`src/hw/rtl/bdq_pkg.sv`:
```
// Shared constants for the bounded deque core: command and result codes,
// default depth. No dependencies.
package bdq_pkg;

    localparam int BDQ_DEPTH = 16;

    localparam logic [3:0] F_PUSH_FRONT = 4'd0;
    localparam logic [3:0] F_PUSH_BACK  = 4'd1;
    localparam logic [3:0] F_POP_FRONT  = 4'd2;
    localparam logic [3:0] F_POP_BACK   = 4'd3;
    localparam logic [3:0] F_CLEAR      = 4'd4;
    localparam logic [3:0] F_REMOVE     = 4'd5;
    localparam logic [3:0] F_DUMP_ALL   = 4'd6;
    localparam logic [3:0] F_DUMP_FIRST = 4'd7;
    localparam logic [3:0] F_DUMP_LAST  = 4'd8;

    localparam logic [1:0] KIND_ELEM  = 2'd0;
    localparam logic [1:0] KIND_BLANK = 2'd1;
    localparam logic [1:0] KIND_EMPTY = 2'd2;

endpackage

```
`src/hw/rtl/bdq_mem.sv`:
```
// Entry storage for the bounded deque: one write port, one read port with
// registered read data. No dependencies.
module bdq_mem #(
    parameter int DEPTH = 16,
    parameter int IW    = $clog2(DEPTH)
) (
    input  logic                 i_clk,
    input  logic                 i_we,
    input  logic [IW-1:0]        i_waddr,
    input  logic signed [31:0]   i_wdata,
    input  logic                 i_re,
    input  logic [IW-1:0]        i_raddr,
    output logic signed [31:0]   o_rdata
);

    logic signed [31:0] r_mem [DEPTH];
    logic signed [31:0] r_rdata;

    always_ff @(posedge i_clk) begin
        if (i_we) begin
            r_mem[i_waddr] <= i_wdata;
        end
    end

    // hold read data until the next read
    always_ff @(posedge i_clk) begin
        if (i_re) begin
            r_rdata <= r_mem[i_raddr];
        end
    end

    assign o_rdata = r_rdata;

endmodule

```
`src/hw/rtl/bdq_slot.sv`:
```
// Shared slot unit: maps a logical position to a physical slot of the
// circular store, head plus position modulo depth. No dependencies.
module bdq_slot #(
    parameter int DEPTH = 16,
    parameter int IW    = $clog2(DEPTH)
) (
    input  logic [IW-1:0] i_head,
    input  logic [IW-1:0] i_pos,
    output logic [IW-1:0] o_slot
);

    localparam logic [IW:0] DEPTH_S = (IW+1)'(DEPTH);

    logic [IW:0] sum;
    logic [IW:0] wrapped;

    always_comb begin
        sum     = {1'b0, i_head} + {1'b0, i_pos};
        wrapped = sum - DEPTH_S;
        if (sum >= DEPTH_S) begin
            o_slot = wrapped[IW-1:0];
        end else begin
            o_slot = sum[IW-1:0];
        end
    end

endmodule

```
`src/hw/rtl/bounded_deque_with_value_delete_core.sv`:
```
// Bounded deque core: sequencer, occupancy and head tracking, result register.
// Depends on bdq_pkg, bdq_mem and bdq_slot.
//
// A bounded double-ended queue of DEPTH signed 32-bit values. Push, pop and
// clear commands are handled in the idle state. Remove by value reads and
// compares entries from the front up to the first match, then moves each
// later entry one place toward the front to close the gap and drops the
// back entry. A dump reads each result in turn; a notice is a single result.
// Every read goes through the single read port of the entry memory, whose
// read data is registered, and through the one slot unit. A result waits
// in the output register while the sequencer moves on; a command is taken
// only while the sequencer is idle.
module bounded_deque_with_value_delete_core import bdq_pkg::*; #(
    parameter int DEPTH = BDQ_DEPTH
) (
    input  logic                i_clk,
    input  logic                i_rst_n,
    input  logic                i_valid,
    output logic                o_ready,
    input  logic [3:0]          i_func,
    input  logic signed [31:0]  i_operand,
    output logic                o_valid,
    input  logic                i_ready,
    output logic signed [31:0]  o_element,
    output logic [1:0]          o_kind,
    output logic                o_last_of_run
);

    localparam int IW = $clog2(DEPTH);
    localparam int CW = $clog2(DEPTH + 1);
    localparam logic [CW-1:0] DEPTH_C = CW'(DEPTH);
    localparam logic [IW-1:0] LAST_SLOT = IW'(DEPTH - 1);

    localparam logic [2:0] S_IDLE      = 3'd0;
    localparam logic [2:0] S_ONE       = 3'd1;
    localparam logic [2:0] S_SRCH_RD   = 3'd2;
    localparam logic [2:0] S_SRCH_CMP  = 3'd3;
    localparam logic [2:0] S_SHIFT_RD  = 3'd4;
    localparam logic [2:0] S_SHIFT_WR  = 3'd5;
    localparam logic [2:0] S_DUMP_RD   = 3'd6;
    localparam logic [2:0] S_DUMP_EMIT = 3'd7;

    logic [2:0]          r_state, n_state;
    logic [IW-1:0]       r_head, n_head;
    logic [CW-1:0]       r_occ, n_occ;
    logic [CW-1:0]       r_pos, n_pos;
    logic [CW-1:0]       r_end, n_end;
    logic signed [31:0]  r_val, n_val;
    logic [1:0]          r_note, n_note;
    logic                r_out_valid, n_out_valid;
    logic signed [31:0]  r_element, n_element;
    logic [1:0]          r_kind, n_kind;
    logic                r_last, n_last;

    logic                accept;
    logic                out_free;
    logic [CW-1:0]       pos_plus;
    logic [IW-1:0]       unit_pos;
    logic [IW-1:0]       slot;
    logic [IW-1:0]       head_dec;
    logic                neg_or_zero;
    logic [CW-1:0]       sat_cnt;

    logic                mem_we;
    logic [IW-1:0]       mem_waddr;
    logic signed [31:0]  mem_wdata;
    logic                mem_re;
    logic signed [31:0]  mem_rdata;

    bdq_slot #(.DEPTH(DEPTH), .IW(IW)) u_slot (
        .i_head (r_head),
        .i_pos  (unit_pos),
        .o_slot (slot)
    );

    bdq_mem #(.DEPTH(DEPTH), .IW(IW)) u_mem (
        .i_clk   (i_clk),
        .i_we    (mem_we),
        .i_waddr (mem_waddr),
        .i_wdata (mem_wdata),
        .i_re    (mem_re),
        .i_raddr (slot),
        .o_rdata (mem_rdata)
    );

    assign o_ready  = (r_state == S_IDLE);
    assign accept   = i_valid && o_ready;
    assign out_free = !r_out_valid || i_ready;
    assign pos_plus = r_pos + CW'(1);
    assign head_dec = (r_head == '0) ? LAST_SLOT : r_head - IW'(1);
    assign neg_or_zero = (i_operand == 32'sd0) || i_operand[31];

    always_comb begin
        if ($unsigned(i_operand) > 32'(r_occ)) begin
            sat_cnt = r_occ;
        end else begin
            sat_cnt = i_operand[CW-1:0];
        end
    end

    // one slot unit, its position chosen by state
    always_comb begin
        case (r_state)
            S_IDLE: begin
                if (i_func == F_POP_FRONT) begin
                    unit_pos = IW'(1);
                end else begin
                    unit_pos = r_occ[IW-1:0];
                end
            end
            S_SHIFT_RD: unit_pos = pos_plus[IW-1:0];
            default:    unit_pos = r_pos[IW-1:0];
        endcase
    end

    always_comb begin
        n_state     = r_state;
        n_head      = r_head;
        n_occ       = r_occ;
        n_pos       = r_pos;
        n_end       = r_end;
        n_val       = r_val;
        n_note      = r_note;
        n_out_valid = r_out_valid && !i_ready;
        n_element   = r_element;
        n_kind      = r_kind;
        n_last      = r_last;
        mem_we      = 1'b0;
        mem_waddr   = slot;
        mem_wdata   = i_operand;
        mem_re      = 1'b0;

        case (r_state)
            S_IDLE: begin
                if (accept) begin
                    case (i_func)
                        F_PUSH_FRONT: begin
                            if (r_occ < DEPTH_C) begin
                                mem_we    = 1'b1;
                                mem_waddr = head_dec;
                                n_head    = head_dec;
                                n_occ     = r_occ + CW'(1);
                            end
                        end
                        F_PUSH_BACK: begin
                            if (r_occ < DEPTH_C) begin
                                mem_we = 1'b1;
                                n_occ  = r_occ + CW'(1);
                            end
                        end
                        F_POP_FRONT: begin
                            if (r_occ != '0) begin
                                n_head = slot;
                                n_occ  = r_occ - CW'(1);
                            end
                        end
                        F_POP_BACK: begin
                            if (r_occ != '0) begin
                                n_occ = r_occ - CW'(1);
                            end
                        end
                        F_CLEAR: begin
                            n_head = '0;
                            n_occ  = '0;
                        end
                        F_REMOVE: begin
                            n_val   = i_operand;
                            n_pos   = '0;
                            n_state = S_SRCH_RD;
                        end
                        F_DUMP_ALL, F_DUMP_FIRST, F_DUMP_LAST: begin
                            if (r_occ == '0) begin
                                n_note  = KIND_EMPTY;
                                n_state = S_ONE;
                            end else if (i_func == F_DUMP_FIRST && neg_or_zero) begin
                                n_note  = KIND_BLANK;
                                n_state = S_ONE;
                            end else begin
                                n_state = S_DUMP_RD;
                                n_end   = r_occ;
                                n_pos   = '0;
                                if (i_func == F_DUMP_FIRST) begin
                                    n_end = sat_cnt;
                                end else if (i_func == F_DUMP_LAST) begin
                                    if (neg_or_zero) begin
                                        n_pos = r_occ - CW'(1);
                                    end else begin
                                        n_pos = r_occ - sat_cnt;
                                    end
                                end
                            end
                        end
                        default: begin
                        end
                    endcase
                end
            end
            S_ONE: begin
                if (out_free) begin
                    n_out_valid = 1'b1;
                    n_element   = 32'sd0;
                    n_kind      = r_note;
                    n_last      = 1'b1;
                    n_state     = S_IDLE;
                end
            end
            S_SRCH_RD: begin
                if (r_pos == r_occ) begin
                    n_state = S_IDLE;
                end else begin
                    mem_re  = 1'b1;
                    n_state = S_SRCH_CMP;
                end
            end
            S_SRCH_CMP: begin
                if (mem_rdata == r_val) begin
                    n_state = S_SHIFT_RD;
                end else begin
                    n_pos   = pos_plus;
                    n_state = S_SRCH_RD;
                end
            end
            S_SHIFT_RD: begin
                // past the back entry: the gap is closed, drop the back
                if (pos_plus >= r_occ) begin
                    n_occ   = r_occ - CW'(1);
                    n_state = S_IDLE;
                end else begin
                    mem_re  = 1'b1;
                    n_state = S_SHIFT_WR;
                end
            end
            S_SHIFT_WR: begin
                mem_we    = 1'b1;
                mem_wdata = mem_rdata;
                n_pos     = pos_plus;
                n_state   = S_SHIFT_RD;
            end
            S_DUMP_RD: begin
                mem_re  = 1'b1;
                n_state = S_DUMP_EMIT;
            end
            S_DUMP_EMIT: begin
                if (out_free) begin
                    n_out_valid = 1'b1;
                    n_element   = mem_rdata;
                    n_kind      = KIND_ELEM;
                    n_last      = (pos_plus == r_end);
                    n_pos       = pos_plus;
                    n_state     = (pos_plus == r_end) ? S_IDLE : S_DUMP_RD;
                end
            end
            default: begin
                n_state = S_IDLE;
            end
        endcase
    end

    always_ff @(posedge i_clk) begin
        if (!i_rst_n) begin
            r_state     <= S_IDLE;
            r_head      <= '0;
            r_occ       <= '0;
            r_out_valid <= 1'b0;
        end else begin
            r_state     <= n_state;
            r_head      <= n_head;
            r_occ       <= n_occ;
            r_out_valid <= n_out_valid;
        end
    end

    always_ff @(posedge i_clk) begin
        r_pos     <= n_pos;
        r_end     <= n_end;
        r_val     <= n_val;
        r_note    <= n_note;
        r_element <= n_element;
        r_kind    <= n_kind;
        r_last    <= n_last;
    end

    assign o_valid       = r_out_valid;
    assign o_element     = r_element;
    assign o_kind        = r_kind;
    assign o_last_of_run = r_last;

endmodule

```
`config.mk`:
```
export PLATFORM = sky130hd
export DESIGN_NAME = bounded_deque_with_value_delete_core
export DESIGN_NICKNAME = d
export VERILOG_FILES = /design/src/hw/rtl/bdq_pkg.sv /design/src/hw/rtl/bdq_mem.sv /design/src/hw/rtl/bdq_slot.sv /design/src/hw/rtl/bounded_deque_with_value_delete_core.sv
export SDC_FILE = /design/constraint.sdc
export NUM_CORES = 1
export LEC_CHECK = 0
export ABC_AREA = 0
export ABC_CLOCK_PERIOD_IN_PS = 7840
export BUFFER_PORTS_ARGS = -buffer_cell sky130_fd_sc_hd__buf_2
export CAP_MARGIN = 30
export CORE_ASPECT_RATIO = 0.8
export CORE_MARGIN = 3
export CORE_UTILIZATION = 40
export CTS_BUF_LIST = sky130_fd_sc_hd__clkbuf_2 sky130_fd_sc_hd__clkbuf_4 sky130_fd_sc_hd__clkbuf_8
export DETAILED_ROUTE_END_ITERATION = 7
export GPL_TIMING_DRIVEN = 0
export PLACE_DENSITY = 0.53
export SYNTH_ARGS = -nofsm -noshare
export SYNTH_HDL_FRONTEND = slang
export SYNTH_HIERARCHICAL = 1
export SYNTH_SLANG_ARGS = --single-unit
```
`constraint.sdc`:
```
create_clock -name i_clk -period 7.84 [get_ports i_clk]
set_input_delay 1.568 -clock i_clk [delete_from_list [all_inputs] [get_ports i_clk]]
set_output_delay 1.568 -clock i_clk [all_outputs]
set_load 0.1 [all_outputs]
```
==> results by stage <==
Run status:
- The run finished with clean final reports.

GRT:
- The wire length of the first global-routing pass is 99.3 mm.
- Entering global routing, the biggest net connects 28 pins.
- The via count of the first global-routing pass is roughly 14000.
- Summed over all layers, the global routing overflow is 0.
- The total global-route track usage is 20.5%.
- The number of antenna violations at the first check in global routing is 2.

Power:
- Overall power consumption after layout is estimated at 0.0109 W.
- The power density over cell area is 367 nW/um^2.
- Summed over all cells, the static leakage comes to 9.62 nW.
- The worst-case IR drop observed on VDD is 224 uV.

Timing:
- For this run, the top clock speed supported by timing is about 180 MHz.
- The final period utilization is 70.9%.
- The final hold violation count is 0.
- Subtracting the final worst setup slack from the clock period gives about 5600 ps.
- The relative max-transition margin is 30.7%.
- On the final layout, the worst clock skew is 30.5 ps.
- The max-slew violation count is 0.
- Setup repair after global routing left no endpoint under its margin.
- The number of setup violations in the final report is 0.
- The total negative setup slack is 0 ps.
- The worst-margin pin slew is 1040 ps.

Synthesis:
- The proportion of synthesized chip area in sequential cells is 73.5%.
- The synthesized design contains between 600 and 700 register bits.
- The synthesized-area fraction occupied by xor and xnor cells is under 10%.
- Synthesis handed over a netlist of about 1400 instances.
- Sorting the synthesized cells by area gives the leading types as sky130_fd_sc_hd__edfxtp_1 (73%), sky130_fd_sc_hd__mux4_2 (11%), sky130_fd_sc_hd__a22oi_1 (1.9%), sky130_fd_sc_hd__xor2_1 (1.4%), sky130_fd_sc_hd__mux2_2 (1.2%).
- After synthesis, the netlist uses 70 different library cells.
- During synthesis, Yosys emitted a total of 6 warnings.
- The fraction of synthesized cell area taken by the top area cell type is between 70% and 80%.
- The average instance in the mapped netlist occupies 19.0 sq um.
- Summing the areas of all fa, ha and maj instances in the mapped netlist gives 1.16% of the synthesized area.
- The share of flip-flops with an asynchronous set or reset after synthesis is 0%.
- The cell area after technology mapping is 25800 sq um.
- When the netlist entered floorplanning its net count stood at 1419.
- The top flip-flop cell by instance count after synthesis is sky130_fd_sc_hd__edfxtp_1.
- Summing the areas of all and, or, nand and nor instances in the mapped netlist gives around 4.5% of the synthesized area.
- sky130_fd_sc_hd__edfxtp_1 takes more of the synthesized area than any other cell.
- The synthesized netlist devotes 4.52% of its cell area to compound gates.
- The portion of netlist area occupied by mux cells is 13.0%.
- The number of flops mapped to enable cells by yosys is between 600 and 700.
- The main combinational cell family by area after synthesis is multiplexers.

Floorplan:
- In this run the horizontal extent of the chip is 290 microns.
- The core outline area is 63200 sq um.
- Measured along the y axis, the die boundary spans 233 microns.
- After floorplanning, the core was divided into 82 placement rows.
- Once the floorplan was initialized, standard cells occupied approximately 41% of the core.
- The I/O pin count is 77.
- The die covers 67600 sq um.

Drt:
- The remaining routing DRC violations is 0.
- The number of iterations in the first detailed-routing pass is 7.
- The wire length reported by the detailed router is 69.3 mm.
- The first routing iteration left 1407 violations.
- The detail-routed via count per cell is 5.60.
- The remaining number of nets flagged by the antenna check after routing is 0.
- The average detailed-routed wire length per instance is 27.9 microns.
- Across all layers, the routed design uses around 14000 vias.

Clock network:
- The clock-pin slew of the registers on the worst-case setup and hold paths is 60 ps.
- The CTS tree is yes.
- Clock tree synthesis found a total of 636 sinks.
- The clock tree root buffer cell is sky130_fd_sc_hd__clkbuf_8.
- The number of instances resized during post-cts repair is 0.
- The clock tree buffer depth is 3.
- The maximum level of the CTS H-tree is 3.
- For the worst-skew pair, the clock arrives at the later sink with an insertion delay of around 700 ps.
- In this run, CTS created clock tree buffers numbering approximately 100.
- Buffers added to address setup during post-CTS repair amount to 0.
- The number of hold buffers added after CTS was 0.

Cells and area:
- The final design area excluding fillers is 29700 sq um.
- In the final layout, flip-flops and latches occupy about 19000 sq um.
- Cells with a size suffix above 1 make up 28.1% of the layout.
- The fill cell total of the finished layout is around 5400.
- For this run, the post-layout net count is 1630.
- The repair_antennas step left the layout with diodes totalling 0.
- In the final layout, the multi-input gates occupy 6580 sq um.
- The relative area change from synthesis to final layout is 15.1%.

Critical path:
- The critical setup path kind is in -> reg.
- The worst register-to-register path ends at u_mem/r_mem[0][20].
- The critical path's most frequent cell is sky130_fd_sc_hd__nor2_1.
- Grouping stages by cell kind, the critical path spends the most delay in simple AND/OR/NAND/NOR gates.
- In this design, the stage delay of the slowest critical-path cell is around 680 ps.
- The critical path goes through buf_2 -> nor2_1 -> nand2_1 -> nor2_1 -> clkbuf_1 -> o31a_1 -> a21oi_1 -> fa_1 -> xor2_1 -> nor2_1 -> a31oi_1 -> nand3_1 -> nor3_2 -> buf_8 -> buf_6 -> buf_6.
- The setup check on the worst reg-to-reg path leaves a slack of 2820 ps.
- The kind of launch point of the worst setup path is an input port.
- The biggest fanout along the worst timing path is 10.
- Data on the critical path arrives at its endpoint at 5950 ps.
- The beginning of the worst register-to-register path is r_occ[1].
- The worst endpoint required time is 8230 ps.
- The number of buffers and inverters on the critical path is 5.
- The total number of cells along the worst setup path is 16.
- The cell at the slowest stage of the critical path is sky130_fd_sc_hd__nor3_2.
- The critical path capture point type is a flip-flop.
- Measured in cells, the most critical reg-to-reg path has a length of 13.

Worst hold path:
- The path class of the tightest hold or removal check is reg -> reg.
- The startpoint of the most critical hold path is r_note[0].
- The end point of the most critical hold path is o_kind[0].
- Along the worst hold path, the cell count comes to 1.

Placement:
- After detailed placement, the total cell area comes to 27900 sq um.
- At the end of routability-driven placement, the weighted congestion stood at approximately 0.84.
- The post-DP HPWL is 45.7 mm.
- The number of input and output port buffers inserted is 75.

Flow run:
- The total of max-cap violations is 0.
metal layers:
layer | track usage (%) | vias up | share of wire, %
met1 | 29.8 | 7384 | 46
met3 | 4.26 | 89 | 5.8
met2 | 31.5 | 456 | 46
li1 | - | 5955 | -
met5 | 0 | - | 0.039
met4 | 5.40 | 4 | 2.0
cells by family after synthesis:
kind of cell    Yosys count
compound gates          166
fa+ha+maj                23
simple gates            223
xor+xnor                 54
mux                     169
buf+inv                  86
flops                   636
synth_stat cells (all sizes together) (5+ instances only):
cell type,number
a211oi,7
a21o,6
a21oi,21
a22oi,66
and2,40
buf,38
clkbuf,27
dfxtp,13
edfxtp,623
ha,20
inv,21
mux2,38
mux4,128
nand2,66
nand2b,9
nand3,11
nor2,47
nor2b,5
nor3,10
nor4,16
o21ai,24
o22ai,6
xnor2,12
xor2,42
flip-flops by register name, summed over array words and instances (netlist names):
signal / count
r_note: 2
r_state: 3
u_mem/r_mem: 512
r_pos: 5
o_element: 32
o_valid: 1
r_end: 5
r_val: 32
o_kind: 2
r_head: 4
o_last_of_run: 1
r_occ: 5
u_mem/o_rdata: 32
how the worst max path moves through the flow:
| stage | slack (ps) | end | startpoint |
|---|---|---|---|
| final | 2290 | u_mem/r_mem[12][13] | i_func[2] |
| after global routing | 1910 | u_mem/r_mem[12][20] | i_func[2] |
| after CTS | 2390 | u_mem/r_mem[12][13] | i_func[1] |
| after detailed placement | 1660 | u_mem/r_mem[12][14] | i_func[2] |
| after global placement | -2640 | u_mem/r_mem[12][3] | i_func[1] |
| after floorplan | 1200 | u_mem/r_mem[0][0] | i_func[1] |
report_power, final:
group / total, W / switching (W) / internal (W)
clock network: 0.00257 / 0.00128 / 0.00129
logic: 0.00404 / 0.00253 / 0.00151
registers: 0.00428 / 0.000157 / 0.00412
total: 0.0109 / 0.00397 / 0.00692
layout by cell type (no fill, tap or decap), types with 19 or more instances in the layout:
cell                         n
sky130_fd_sc_hd__clkbuf_8  102
sky130_fd_sc_hd__nand2_1    65
sky130_fd_sc_hd__clkbuf_1   27
sky130_fd_sc_hd__clkinv_1   40
sky130_fd_sc_hd__mux2_2     27
sky130_fd_sc_hd__o21ai_0    20
sky130_fd_sc_hd__a22oi_1    66
sky130_fd_sc_hd__ha_1       20
sky130_fd_sc_hd__nor2_1     32
sky130_fd_sc_hd__buf_2      90
sky130_fd_sc_hd__mux4_2    128
sky130_fd_sc_hd__a21oi_1    20
sky130_fd_sc_hd__xor2_1     41
sky130_fd_sc_hd__clkbuf_4   19
sky130_fd_sc_hd__and2_1     40
sky130_fd_sc_hd__edfxtp_1  623
final cells by class:
cell class / instances / area share, %
sequential: 636 / 63.9
multi-input combinational: 635 / 22.1
clock buffer: 121 / 5.21
tap: 840 / 3.54
timing repair buffer: 110 / 3.15
buffer: 65 / 1.02
clock inverter: 54 / 0.792
inverter: 21 / 0.265
stage by stage:
stage                     cells  setup WS, ps  util, %  hold slack, ps
final                      2482          2290     47.0             527
after global routing       2482          1910     47.0             552
after CTS                  2481          2390     47.0             539
after detailed placement   2306          1660     44.1             513
after global placement     2272         -2640     43.1             510
after floorplan            1357          1200        -             484
Power figures use the tool's default switching activity.
